**src/rtl/lrgd_pkg.sv**
```systemverilog
// lrgd_pkg: shared types, codes, defaults and saturating helpers
// for the linear regression trainer; no dependencies
package lrgd_pkg;

  // default sizing
  localparam int DEF_MAX_SAMPLES  = 256;
  localparam int DEF_MAX_FEATURES = 16;
  localparam int DEF_FRAC_BITS    = 16;

  // fixed widths of the fields
  localparam int DATA_W = 32;
  localparam int ITER_W = 16;
  localparam int STEP_W = 16;
  localparam int FCNT_W = 5;
  localparam int CFG_W  = 16;
  localparam int IDX_W  = 2;

  // register reset values
  localparam logic [ITER_W-1:0] ITER_RST = 16'd100;
  localparam logic [STEP_W-1:0] STEP_RST = 16'd655;
  localparam logic [FCNT_W-1:0] FCNT_RST = 5'd1;

  // register indexes
  localparam logic [IDX_W-1:0] REG_ITER = 2'd0;
  localparam logic [IDX_W-1:0] REG_STEP = 2'd1;
  localparam logic [IDX_W-1:0] REG_FCNT = 2'd2;

  // gradient clamp +-(2^47 - 1)
  localparam logic signed [63:0] GRAD_LIM = 64'sh0000_7FFF_FFFF_FFFF;

  typedef enum logic [1:0] {
    MODE_FEAT = 2'd0,
    MODE_TGT  = 2'd1,
    MODE_PRED = 2'd2,
    MODE_NONE = 2'd3
  } mode_t;

  typedef enum logic [1:0] {
    KIND_FIT  = 2'd0,
    KIND_PRED = 2'd1,
    KIND_ERR  = 2'd2
  } kind_t;

  typedef enum logic [1:0] {
    ST_OK    = 2'd0,
    ST_NOFIT = 2'd1,
    ST_DROP  = 2'd2
  } status_t;

  typedef enum logic [3:0] {
    S_IDLE, S_ZFILL, S_FIT_INIT, S_ITER, S_PISSUE, S_PDRAIN, S_ERR, S_GISSUE,
    S_GDRAIN, S_DIV, S_DIVW, S_UMUL, S_UWR, S_DONE, S_PMUL, S_PACC
  } lrgd_state_t;

  // controller to datapath commands
  typedef struct packed {
    logic    fs_we;
    logic    fs_zero;
    logic    ts_we;
    logic    rd_en;
    logic    ts_re;
    logic    mac_grad;
    logic    acc_clr;
    logic    err_calc;
    logic    grad_clr;
    logic    w_clr;
    logic    div_start;
    logic    upd_bias;
    logic    upd_mul;
    logic    upd_wr;
    logic    pv_load;
    logic    pred_mul;
    logic    pred_add;
    logic    psum_clr;
    logic    out_load;
    logic    out_pred;
    kind_t   out_kind;
    status_t out_status;
  } lrgd_cmd_t;

  // datapath to controller status
  typedef struct packed {
    logic div_done;
    logic out_busy;
  } lrgd_sts_t;

  // saturate to 32 bits signed
  function automatic logic signed [31:0] sat32(input logic signed [65:0] v);
    logic signed [31:0] r;
    if (v > 66'sh0_7FFF_FFFF) r = 32'sh7FFF_FFFF;
    else if (v < -66'sh0_8000_0000) r = 32'sh8000_0000;
    else r = v[31:0];
    return r;
  endfunction

  // saturating 64-bit add
  function automatic logic signed [63:0] sat_add64(input logic signed [63:0] a,
                                                   input logic signed [63:0] b);
    logic signed [64:0] s;
    logic signed [63:0] r;
    s = 65'(a) + 65'(b);
    if (s[64] != s[63]) r = s[64] ? {1'b1, 63'd0} : {1'b0, {63{1'b1}}};
    else r = s[63:0];
    return r;
  endfunction

endpackage

```
**src/rtl/lrgd_ctrl.sv**
```systemverilog
// lrgd_ctrl: controller fsm with load counters, fit loop counters and
// prediction sequencing; uses lrgd_pkg
module lrgd_ctrl import lrgd_pkg::*; #(
  parameter int MAX_SAMPLES  = DEF_MAX_SAMPLES,
  parameter int MAX_FEATURES = DEF_MAX_FEATURES,
  localparam int ROW_W = (MAX_SAMPLES > 1) ? $clog2(MAX_SAMPLES) : 1,
  localparam int COL_W = (MAX_FEATURES > 1) ? $clog2(MAX_FEATURES) : 1,
  localparam int CNT_W = $clog2(MAX_SAMPLES + 1),
  localparam int FC_W  = $clog2(MAX_FEATURES + 1)
) (
  input  logic              clk,
  input  logic              rst_n,
  input  logic              in_valid,
  output logic              in_ready,
  input  logic [1:0]        in_mode,
  input  logic              in_last_sample,
  input  logic [ITER_W-1:0] iter_cfg,
  input  logic [FCNT_W-1:0] fcnt_cfg,
  input  lrgd_sts_t         sts,
  output lrgd_cmd_t         cmd,
  output logic [ROW_W-1:0]  row_idx,
  output logic [COL_W-1:0]  col_idx,
  output logic [CNT_W-1:0]  rows
);

  lrgd_state_t       state_r, state_nxt;
  logic [CNT_W-1:0]  sample_cnt_r, sample_cnt_nxt, row_r, row_nxt, rows_r, rows_nxt;
  logic [FC_W-1:0]   col_cnt_r, col_cnt_nxt, j_r, j_nxt, fc, col_inc;
  logic              fitted_r, fitted_nxt, ovf_r, ovf_nxt, last_r, last_nxt;
  logic              drain_r, drain_nxt;
  logic [ITER_W-1:0] iter_r, iter_nxt;
  logic [6:0]        fcx;
  logic              acc, full, col_open, j_end, emit;
  mode_t             mode;

  // active feature count, clamped
  assign fcx = {2'b00, fcnt_cfg};
  always_comb begin
    if (fcx == 7'd0) fc = FC_W'(1);
    else if (fcx > 7'(MAX_FEATURES)) fc = FC_W'(MAX_FEATURES);
    else fc = FC_W'(fcx);
  end

  assign mode     = mode_t'(in_mode);
  assign in_ready = (state_r == S_IDLE) && !sts.out_busy;
  assign acc      = in_valid && in_ready;
  assign full     = sample_cnt_r >= CNT_W'(MAX_SAMPLES);
  assign col_open = col_cnt_r < fc;
  assign j_end    = j_r == fc - FC_W'(1);
  assign col_inc  = col_cnt_r + FC_W'(col_open);
  assign emit     = col_inc >= fc;

  // state and counter registers
  always_ff @(posedge clk) begin
    if (!rst_n) begin
      state_r      <= S_IDLE;
      sample_cnt_r <= '0;
      col_cnt_r    <= '0;
      fitted_r     <= 1'b0;
      ovf_r        <= 1'b0;
      last_r       <= 1'b0;
      row_r        <= '0;
      rows_r       <= CNT_W'(1);
      j_r          <= '0;
      drain_r      <= 1'b0;
      iter_r       <= '0;
    end else begin
      state_r      <= state_nxt;
      sample_cnt_r <= sample_cnt_nxt;
      col_cnt_r    <= col_cnt_nxt;
      fitted_r     <= fitted_nxt;
      ovf_r        <= ovf_nxt;
      last_r       <= last_nxt;
      row_r        <= row_nxt;
      rows_r       <= rows_nxt;
      j_r          <= j_nxt;
      drain_r      <= drain_nxt;
      iter_r       <= iter_nxt;
    end
  end

  // next state
  always_comb begin
    state_nxt = state_r;
    unique case (state_r)
      S_IDLE: begin
        if (acc && mode == MODE_TGT) begin
          if (!full && col_cnt_r < FC_W'(MAX_FEATURES)) state_nxt = S_ZFILL;
          else if (in_last_sample) state_nxt = S_FIT_INIT;
        end else if (acc && mode == MODE_PRED && fitted_r) begin
          state_nxt = S_PMUL;
        end
      end
      S_ZFILL:    if (j_r == FC_W'(MAX_FEATURES - 1))
                    state_nxt = last_r ? S_FIT_INIT : S_IDLE;
      S_FIT_INIT: state_nxt = (iter_cfg == '0) ? S_DONE : S_ITER;
      S_ITER:     state_nxt = S_PISSUE;
      S_PISSUE:   if (j_end) state_nxt = S_PDRAIN;
      S_PDRAIN:   if (drain_r) state_nxt = S_ERR;
      S_ERR:      state_nxt = S_GISSUE;
      S_GISSUE:   if (j_end) state_nxt = S_GDRAIN;
      S_GDRAIN:   if (drain_r)
                    state_nxt = (row_r == rows_r - CNT_W'(1)) ? S_DIV : S_PISSUE;
      S_DIV:      state_nxt = S_DIVW;
      S_DIVW:     if (sts.div_done) state_nxt = S_UMUL;
      S_UMUL:     state_nxt = S_UWR;
      S_UWR: begin
        if (j_r == fc) state_nxt = (iter_r + 16'd1 == iter_cfg) ? S_DONE : S_ITER;
        else state_nxt = S_DIV;
      end
      S_DONE:     if (!sts.out_busy) state_nxt = S_IDLE;
      S_PMUL:     state_nxt = S_PACC;
      S_PACC:     state_nxt = S_IDLE;
      default:    state_nxt = S_IDLE;
    endcase
  end

  // counters and flags
  always_comb begin
    sample_cnt_nxt = sample_cnt_r;
    col_cnt_nxt    = col_cnt_r;
    fitted_nxt     = fitted_r;
    ovf_nxt        = ovf_r;
    last_nxt       = last_r;
    row_nxt        = row_r;
    rows_nxt       = rows_r;
    j_nxt          = j_r;
    drain_nxt      = drain_r;
    iter_nxt       = iter_r;
    unique case (state_r)
      S_IDLE: begin
        if (acc && mode == MODE_FEAT) begin
          if (full) ovf_nxt = 1'b1;
          else if (col_open) col_cnt_nxt = col_cnt_r + FC_W'(1);
        end else if (acc && mode == MODE_TGT) begin
          if (full) ovf_nxt = 1'b1;
          else begin
            row_nxt        = sample_cnt_r;
            j_nxt          = col_cnt_r;
            sample_cnt_nxt = sample_cnt_r + CNT_W'(1);
          end
          col_cnt_nxt = '0;
          last_nxt    = in_last_sample;
        end
      end
      S_ZFILL:    j_nxt = j_r + FC_W'(1);
      S_FIT_INIT: begin
        rows_nxt = (sample_cnt_r == '0) ? CNT_W'(1) : sample_cnt_r;
        iter_nxt = '0;
      end
      S_ITER: begin
        row_nxt = '0;
        j_nxt   = '0;
      end
      S_PISSUE, S_GISSUE: begin
        j_nxt     = j_end ? '0 : j_r + FC_W'(1);
        drain_nxt = 1'b0;
      end
      S_PDRAIN:   drain_nxt = !drain_r;
      S_ERR:      j_nxt = '0;
      S_GDRAIN: begin
        drain_nxt = !drain_r;
        if (drain_r) begin
          j_nxt = '0;
          if (row_r != rows_r - CNT_W'(1)) row_nxt = row_r + CNT_W'(1);
        end
      end
      S_UWR: begin
        if (j_r == fc) begin
          iter_nxt = iter_r + 16'd1;
          j_nxt    = '0;
        end else begin
          j_nxt = j_r + FC_W'(1);
        end
      end
      S_DONE: begin
        if (!sts.out_busy) begin
          fitted_nxt     = 1'b1;
          sample_cnt_nxt = '0;
          ovf_nxt        = 1'b0;
        end
      end
      S_PACC:     col_cnt_nxt = emit ? '0 : col_inc;
      S_DIV, S_DIVW, S_UMUL, S_PMUL: ;
      default: ;
    endcase
  end

  // command outputs
  always_comb begin
    cmd            = '0;
    cmd.out_kind   = KIND_FIT;
    cmd.out_status = ST_OK;
    cmd.upd_bias   = j_r == fc;
    unique case (state_r)
      S_IDLE: begin
        if (acc && mode == MODE_FEAT) cmd.fs_we = !full && col_open;
        if (acc && mode == MODE_TGT) begin
          cmd.ts_we    = !full;
          cmd.psum_clr = 1'b1;
        end
        if (acc && mode == MODE_PRED) begin
          if (fitted_r) begin
            cmd.pv_load = 1'b1;
          end else begin
            cmd.out_load   = 1'b1;
            cmd.out_kind   = KIND_ERR;
            cmd.out_status = ST_NOFIT;
          end
        end
      end
      S_ZFILL: begin
        cmd.fs_we   = 1'b1;
        cmd.fs_zero = 1'b1;
      end
      S_FIT_INIT: cmd.w_clr = 1'b1;
      S_ITER: begin
        cmd.grad_clr = 1'b1;
        cmd.acc_clr  = 1'b1;
      end
      S_PISSUE: begin
        cmd.rd_en = 1'b1;
        cmd.ts_re = j_r == '0;
      end
      S_ERR: begin
        cmd.err_calc = 1'b1;
        cmd.acc_clr  = 1'b1;
      end
      S_GISSUE: begin
        cmd.rd_en    = 1'b1;
        cmd.mac_grad = 1'b1;
      end
      S_DIV:  cmd.div_start = 1'b1;
      S_UMUL: cmd.upd_mul = 1'b1;
      S_UWR:  cmd.upd_wr = 1'b1;
      S_DONE: begin
        cmd.out_load   = !sts.out_busy;
        cmd.out_status = ovf_r ? ST_DROP : ST_OK;
      end
      S_PMUL: cmd.pred_mul = 1'b1;
      S_PACC: begin
        cmd.pred_add = col_open;
        if (emit) begin
          cmd.out_load = 1'b1;
          cmd.out_pred = 1'b1;
          cmd.out_kind = KIND_PRED;
          cmd.psum_clr = 1'b1;
        end
      end
      S_PDRAIN, S_GDRAIN, S_DIVW: ;
      default: ;
    endcase
  end

  // indices toward the datapath
  assign row_idx = (state_r == S_IDLE) ? sample_cnt_r[ROW_W-1:0] : row_r[ROW_W-1:0];
  assign col_idx = (state_r == S_IDLE || state_r == S_PMUL) ? col_cnt_r[COL_W-1:0]
                                                            : j_r[COL_W-1:0];
  assign rows    = rows_r;

  // checks
  a_col_range: assert property (@(posedge clk) disable iff (!rst_n)
    col_cnt_r <= FC_W'(MAX_FEATURES))
    else $error("column counter beyond feature capacity");

  a_smp_range: assert property (@(posedge clk) disable iff (!rst_n)
    sample_cnt_r <= CNT_W'(MAX_SAMPLES))
    else $error("sample counter beyond capacity");

  a_no_overwrite: assert property (@(posedge clk) disable iff (!rst_n)
    cmd.out_load |-> !sts.out_busy)
    else $error("result loaded while previous one still pending");

  a_fit_clear: assert property (@(posedge clk) disable iff (!rst_n)
    (state_r == S_DONE && !sts.out_busy) |=> (sample_cnt_r == '0 && !ovf_r && fitted_r))
    else $error("load state not cleared after fit");

endmodule

```
**config.mk**
```make
export PLATFORM = sky130hd
export DESIGN_NAME = lrgd_ctrl
export DESIGN_NICKNAME = d
export VERILOG_FILES = /design/src/rtl/lrgd_pkg.sv /design/src/rtl/lrgd_ctrl.sv
export SDC_FILE = /design/constraint.sdc
export NUM_CORES = 1
export LEC_CHECK = 0
export BUFFER_PORTS_ARGS = -buffer_cell sky130_fd_sc_hd__buf_2
export CAP_MARGIN = 25
export CORE_AREA = 2 2 111 113
export CTS_BUF_LIST = sky130_fd_sc_hd__clkbuf_2 sky130_fd_sc_hd__clkbuf_4 sky130_fd_sc_hd__clkbuf_8
export CTS_CLUSTER_SIZE = 25
export DETAILED_ROUTE_END_ITERATION = 7
export DIE_AREA = 0 0 113 115
export GPL_TIMING_DRIVEN = 0
export SLEW_MARGIN = 15
export SYNTH_ARGS = -nofsm -noshare
export SYNTH_HDL_FRONTEND = slang
export SYNTH_SLANG_ARGS = --single-unit
```
**constraint.sdc**
```tcl
create_clock -name clk -period 12.6 [get_ports clk]
set_input_delay 2.52 -clock clk [delete_from_list [all_inputs] [get_ports clk]]
set_output_delay 2.52 -clock clk [all_outputs]
set_load 0.01 [all_outputs]
```
# Word level (Yosys, flattened, before mapping)
# Cells that the tools add are included.
[word_totals] regBits=61 mem_bits_ro=0 inputBits=29 mem_count=0 mem_bits_rw=0 latch_bits=0
[op_classes] shift=0 eq_ne=40 order_cmp=5 n_div=0 addsub=8 muxes=86 n_mul=0 bitwise=2 n_reduce_logical=36
[op_table] op="two-way mux 9 bit" count=10
[op_table] op="two-way mux 4 bit" count=18
[op_table] op="two-way mux 5 bit" count=14
[op_table] op="one-hot mux 4 bit (16 select lines)" count=1
[op_table] op="== test 4 bit (second input constant)" count=8
[op_table] op="one-hot mux 16 bit (2 select lines)" count=1
[op_table] op="one-hot mux 5 bit (6 select lines)" count=1
[op_table] op="two-way mux 1 bit" count=27
[op_table] op="one-hot mux 9 bit (3 select lines)" count=1
[op_table] op="inequality test 2 bit (second input constant)" count=12
[op_table] op="adder 9 x 1 -> 9 bit (second input constant)" count=2
[op_table] op="one-hot mux 9 bit (2 select lines)" count=1
[op_table] op="adder 16 x 1 -> 16 bit (second input constant)" count=1
[op_table] op="== test 16 bit" count=1
[op_table] op="== test 4 x 3 -> 1 bit (second input constant)" count=4
[op_table] op="logical NOT 16 bit" count=1
[op_table] op="two-way mux 16 bit" count=1
[op_table] op="inequality test 3 bit (second input constant)" count=4
[op_table] op="adder 5 x 1 -> 5 bit (second input constant)" count=2
[op_table] op="== test 5 bit" count=2
[op_table] op="one-hot mux 5 bit (2 select lines)" count=1
[op_table] op="AND reduction 5 bit" count=2
[op_table] op="== test 9 bit" count=1
[op_table] op="greater-or-equal comparator 9 bit (second input constant)" count=1
[op_table] op="other kinds (37)" count=60

# Depth between registers and ports, before layout
# Gate-level depths: netlist (run 1).
[logic_depth] depth_word=8 depth_mapped=20 depth_no_buf=19

# Worst setup path after synthesis (run 1)
# OpenSTA, ideal clock, no wires.
[synth_path] path_kind="input to output" start="input fcnt_cfg[4]" end="output cmd[5] (netlist name)" n_path_buf=1 path_slack_ns=4.384 t_arrival_ns=5.696 cell_stages=18 required_time_ns=10.080 path_cell_list="buf_2 -> nor2b_1 -> inv_1 -> ha_1 -> o21ai_0 -> nand2b_1 -> a21oi_1 -> a21oi_1 -> inv_1 -> ha_1 -> ha_1 -> ha_1 -> a21o_1 -> a21o_1 -> a21o_1 -> a21oi_1 -> nor2_1 -> or3_1"
[synth_rtl] item="start: declaration" line_no="lrgd_ctrl.sv:18" text="input logic [FCNT_W-1:0] fcnt_cfg,"
[synth_rtl] item="end: declaration" line_no="lrgd_ctrl.sv:20" text="output lrgd_cmd_t cmd,"

==> results of run 1 <==
worst paths after layout:
kind | startpoint | end | slack, ns | depth (start not counted)
setup / recovery | fcnt_cfg[4] | cmd[5] | 3.87 | 19
setup reg to reg | col_cnt_r[4]$_SDFFE_PN0P_ | col_cnt_r[4]$_SDFFE_PN0P_ | 8.74 | 14
hold / removal | rows[7]$_SDFFE_PN0P_ | rows[7]$_SDFFE_PN0P_ | 0.50 | 2
hold reg to reg | rows[7]$_SDFFE_PN0P_ | rows[7]$_SDFFE_PN0P_ | 0.50 | 2
cells in the mapped netlist (all sizes together) (16+ instances only):
| cell type | count | area (um^2) |
|---|---|---|
| a21oi | 52 | 260 |
| buf | 16 | 98.8 |
| clkbuf | 29 | 129 |
| dfxtp | 61 | 1220 |
| ha | 21 | 263 |
| inv | 36 | 135 |
| nand2 | 77 | 289 |
| nand3 | 21 | 123 |
| nand4 | 19 | 125 |
| nor2 | 65 | 244 |
| nor3 | 29 | 168 |
| nor4 | 19 | 176 |
| o21ai | 46 | 230 |
| xnor2 | 29 | 262 |
| xor2 | 17 | 149 |
state kept, by name (all words and copies together) (netlist names):
name	cells
rows	9
iter_r	16
state_r	4
col_cnt_r	5
drain_r	1
fitted_r	1
row_r	9
j_r	5
last_r	1
sample_cnt_r	9
ovf_r	1
where the power goes:
part,total (mW),switching [mW],internal [mW]
Sequential,0.231,0.0194,0.211
Combinational,0.396,0.252,0.144
Clock,0.181,0.0812,0.0997
worst max-delay path, delay by kind of cell:
kind	cells	cell delay [ns]
fa+ha+maj	4	1.12
buf+inv	4	0.53
compound gates	7	1.26
simple gates	4	0.77
cell families after synthesis:
group                      Yosys count  share of synthesized area
adders and majority gates           21                     0.0504
muxes                                4                    0.00792
xor gates and xnor gates            47                     0.0830
buffers and inverters               83                     0.0710
AOI/OAI and AO/OA                  186                      0.243
and+or+nand+nor                    301                      0.311
DFF                                 61                      0.234
cell type report:
type                       count  share of cell area
inverter                      38              0.0239
timing repair buffer          72              0.0605
tap                          147              0.0309
clock buffer                  15              0.0336
sequential                    61               0.205
buffer                        45              0.0382
multi-input combinational    559               0.608
metal layers:
metal / wire length [um] / vias to the layer above / global-route usage / part of all wire
met3: 747 / 29 / 0.0311 / 0.046
met5: 0 / - / 0 / 0
met1: 7470 / 2684 / 0.326 / 0.46
met2: 7760 / 191 / 0.421 / 0.48
met4: 323 / 0 / 0.0862 / 0.020
li1: - / 2710 / - / -
==> summary.md, run 1 <==
| Metric | Value |
|---|---|
| First-pass GRT wire length | roughly 26 mm |
| Worst Hold Class | reg -> reg |
| Leak Pwr | 2.45 nW |
| Final #Nets | between 800 and 900 |
| Outcome | complete, but fails checks |
| Cell count after synthesis | 703 |
| Design area | 5960 um^2 |
| Worst clock skew | 0.00802 ns |
| Seq cells post-synth | 61 |
| Root buf cell | clkbuf_8 |
| H-tree lvl count | 3 |
| Critical path launch point type | primary input |
| Vias in the first global route | 5112 |
| Critical-path top delay cell | a21oi_1 |
| Hold Slack | between 0.5 and 0.6 ns |
| Inst Count DP | slightly above 900 |
| Multi-input logic area | 3620 um^2 |
| N_diodes | 0 |
| Vias | 5614 |
| Max-Cap Viols | 0 |
| Worst-Skew Late Latency | 0.36 ns |
| Most common cell after layout, fill and taps aside | buf_2 |
| Final hold violation count | 0 |
| Most frequent cells in the layout | buf_2 (78), nand2_1 (77), nor2_1 (65) |
| Initial Utilization | 0.442 |
| Final setup viols | 0 |
| Area after DPL | 5760 um^2 |
| WS Path Type | in -> out |
| Ys async rst share | 0 |
| Cell area after synthesis | 5220 um^2 |
| RSZ-0062 raised after global routing | no |
| Post_cts resized | 0 |
| Critical-path cell list | buf_2 -> nor2b_1 -> inv_1 -> ha_1 -> o21ai_0 -> nand2b_1 -> a21oi_1 -> a21oi_1 -> inv_1 -> ha_1 -> ha_1 -> ha_1 -> a21o_1 -> a21o_1 -> a21o_1 -> a21oi_1 -> nor2_1 -> or3_1 -> buf_2 |
| Util after Layout | 0.505 |
| Top_reg_cell synth | dfxtp_1 |
| Synth warn | 0 |
| Netlist cell types | 80 |
| CTS max path bufs | 2 |
| Synthesized area per cell | 7.42 um^2 |
| Pre-Repair DR Iteration Count | 7 |
| Fmax | between 100 and 150 MHz |
| VDD IR max | ~54 uV |
| Core ar. | 11800 um^2 |
| CTS tree | done |
| TNS Setup | 0 ns |
| Sequential fraction of the synthesis area | 0.234 |
| Pre-CTS WS | 3.87 ns |
| Syn nets | between 700 and 800 |
| Crit path largest cell delay | between 0.3 and 0.4 ns |
| Wire per inst | 17.4 um |
| Final min period | 8.73 ns |
| Total CTS buffers | 9 |
| Area Overhead vs Synth | 14.3% |
| Pin count of the biggest net entering global routing | 11 |
| Post-Layout Cell Count | approximately 940 |
| Post-synth EDFFs | 0 |
| 1st-iter DRT viols | 622 |
| Post-CTS setup buffers | 0 |
| Total wire length | roughly 16 mm |
| Pwr dens | 136 nW/um^2 |
| Element type at the critical path end | primary output |
| Most used cell, CP | ha_1 |
| Clock sinks | just over 60 |
| Die Width | roughly 110 um |
| CTS Hold Bufs | 0 |
| Slew Limit Fails | 0 |
| DR DRC count | 3 |
| Design Power | 0.808 mW |
| Critical path fanouts, max | 9 |
| Fin worst setup slack | 3.87 ns |
| GPL Wtd Cong | 0.941 |
| Layout cells sized above 1 | 0.172 |
| I/O pins | 75 |
| Antenna Nets Post-Route | 0 |
| Area of the die | between 10000 and 15000 um^2 |
| Die Y-Extent | 115 um |
| Worst EP arrival | 6.21 ns |
| Via density | around 6 |
| Worst Path Required | 10.08 ns |
| Worst-path clk slew | 0.06 ns |
| Initial antenna violation count | 0 |
| Failing checks | DRC |
| Slew at the pin closest to its max-slew limit | 0.859 ns |
| GRT Overall Usage | 0.248 |
| DP HPWL | ~12 mm |
| PortBufs | 71 |
| Global route overflow | 0 |
| Slew margin rel. | 0.426 |
| Fillcell total | 1213 |
| Tcrit/Tclk final | 0.693 |
| Sequential cell area | ~1200 um^2 |
| Rows | 40 |
(Power assumes the default switching activity.)
==> run 2, diff against run 1 <==
Settings changed: PLACE_DENSITY set to 0.67.
Clock period 12.6 ns to 7.6 ns, I/O delays scaled along.
==> summary.md, run 2 (synthesis results as in run 1) <==
| Metric | Value |
|---|---|
| CTS max path bufs | 2 (unchanged) |
| Area after DPL | 5760 um^2 (unchanged) |
| Final #Nets | 836 (unchanged) |
| Pre-CTS WS | 0.824 ns (-3.05 ns) |
| Multi-input logic area | 3620 um^2 (unchanged) |
| Area Overhead vs Synth | 14.6% |
| N_diodes | 0 (unchanged) |
| Final min period | 6.81 ns |
| CTS Hold Bufs | 0 (unchanged) |
| Most frequent cells in the layout | buf_2 (78), nand2_1 (77), nor2_1 (65) |
| Critical-path cell list | buf_2 -> nor2b_1 -> inv_1 -> ha_1 -> o21ai_0 -> nand2b_1 -> a21oi_1 -> a21oi_1 -> inv_1 -> ha_1 -> ha_1 -> ha_1 -> a21o_1 -> a21o_1 -> a21o_1 -> a21oi_1 -> nor2_1 -> or3_1 -> buf_2 |
| Vias in the first global route | 5112 (unchanged) |
| Clock sinks | 61 (unchanged) |
| Delay-heaviest family, CP | compound AO/OA/AOI/OAI gates |
| Initial antenna violation count | 0 (unchanged) |
| CTS tree | done |
| H-tree lvl count | 3 (unchanged) |
| Die Y-Extent | 115 um (unchanged) |
| TNS Setup | 0 ns (unchanged) |
| Initial Utilization | 0.442 (unchanged) |
| Crit path largest cell delay | 0.40 ns (about the same) |
| DP HPWL | 12.0 mm (-3.2%) |
| PortBufs | 71 (unchanged) |
| First-pass GRT wire length | 25.5 mm (-1.8%) |
| RSZ-0062 raised after global routing | no |
| Fin worst setup slack | 0.792 ns (-3.08 ns) |
| Post_cts resized | 0 (unchanged) |
| Wire per inst | 17.1 um (-1.8%) |
| Final hold violation count | 0 (unchanged) |
| Worst Hold Class | reg -> reg |
| VDD IR max | 97.4 uV (+81%) |
| Worst EP arrival | 5.29 ns (-0.92 ns) |
| Core ar. | 11800 um^2 (unchanged) |
| Failing checks | DRC |
| Root buf cell | clkbuf_8 |
| Worst clock skew | 0.0172 ns (+0.00917 ns) |
| Max-Cap Viols | 0 (unchanged) |
| Slew Limit Fails | 0 (unchanged) |
| Rows | 40 (unchanged) |
| Total CTS buffers | 9 (unchanged) |
| Critical path fanouts, max | 9 (unchanged) |
| I/O pins | 75 (unchanged) |
| Pre-Repair DR Iteration Count | 7 (unchanged) |
| Most common cell after layout, fill and taps aside | buf_2 |
| Slew margin rel. | 0.377 (-0.0487) |
| Final setup viols | 0 (unchanged) |
| Design area | 5980 um^2 (+0.25%) |
| Sequential cell area | 1220 um^2 (unchanged) |
| Post-CTS setup buffers | 0 (unchanged) |
| Outcome | complete, but fails checks |
| Die Width | 113 um (unchanged) |
| Worst-path clk slew | 0.07 ns (about the same) |
| Area of the die | 13000 um^2 (unchanged) |
| GPL Wtd Cong | 0.934 (-0.73%) |
| Total wire length | 16.0 mm (-1.7%) |
| Critical path launch point type | primary input |
| Vias | 5605 (-0.16%) |
| Worst-Skew Late Latency | 0.37 ns (about the same) |
| Pin count of the biggest net entering global routing | 11 (unchanged) |
| Element type at the critical path end | primary output |
| Pwr dens | 227 nW/um^2 (+68%) |
| Antenna Nets Post-Route | 0 (unchanged) |
| Fmax | between 100 and 150 MHz |
| Via density | 5.98 (-0.27%) |
| Fillcell total | 1176 (-3.1%) |
| Worst Path Required | 6.08 ns (-4.00 ns) |
| WS Path Type | in -> out |
| GRT Overall Usage | 0.244 (-0.00405) |
| Largest reg by FF count | iter_r |
| DR DRC count | 1 (-2) |
| Most used cell, CP | ha_1 |
| Layout cells sized above 1 | 0.173 (+0.00105) |
| Slew at the pin closest to its max-slew limit | 0.932 ns (+0.0728 ns) |
| Worst Path Buf+Inv | 4 (unchanged) |
| Tcrit/Tclk final | 0.896 |
| Global route overflow | 0 (unchanged) |
| Critical-path top delay cell | a21oi_1 |
| Max FFs per register | 16 (unchanged) |
| Leak Pwr | 2.46 nW (+0.16%) |
| 1st-iter DRT viols | 516 (-17%) |
-- run 2: worst paths after layout --
path,startpoint,depth (start not counted),slack (ns),endpoint
max,fcnt_cfg[4],19,0.79,cmd[5]
min,ovf_r$_SDFFE_PN0P_,2,0.48,ovf_r$_SDFFE_PN0P_
max reg2reg,col_cnt_r[4]$_SDFFE_PN0P_,14,3.67,col_cnt_r[4]$_SDFFE_PN0P_
min reg2reg,ovf_r$_SDFFE_PN0P_,2,0.48,ovf_r$_SDFFE_PN0P_
-- run 2: metrics by stage --
step           hold WS [ns]  power [mW]  std cells  utilization
3_3_place_gp          0.463        1.02        921        0.487
2_1_floorplan         0.437       0.856        703            -
3_5_place_dp          0.467        1.03        921        0.487
4_1_cts               0.485        1.35        937        0.506
6_report              0.480        1.36        938        0.506
5_1_grt               0.514        1.44        938        0.506
-- run 2: area by class of cell --
| cell class | count | area share |
|---|---|---|
| multi-input combinational | 559 | 0.607 |
| sequential | 61 | 0.204 |
| timing repair buffer | 72 | 0.0603 |
| buffer | 45 | 0.0381 |
| tap | 147 | 0.0308 |
| clock buffer | 13 | 0.0289 |
| inverter | 38 | 0.0239 |
| clock inverter | 3 | 0.00712 |
-- run 2: worst min-delay path: stages (launching register included) --
cell     delay, ns
dfxtp_1       0.33
a31oi_1       0.04
nor2_1        0.07
-- run 2: layer usage --
| layer | global-route usage | wire length [um] |
|---|---|---|
| met5 | 0 | 0 |
| met2 | 0.416 | 7580 |
| met4 | 0.101 | 396 |
| met1 | 0.313 | 7180 |
| met3 | 0.0295 | 857 |
-- run 2: where the power goes --
group,total [mW],leakage (nW),switching (mW),internal (mW)
Clock,0.323,0.109,0.142,0.182
Combinational,0.653,1.85,0.413,0.240
Sequential,0.382,0.494,0.0324,0.350
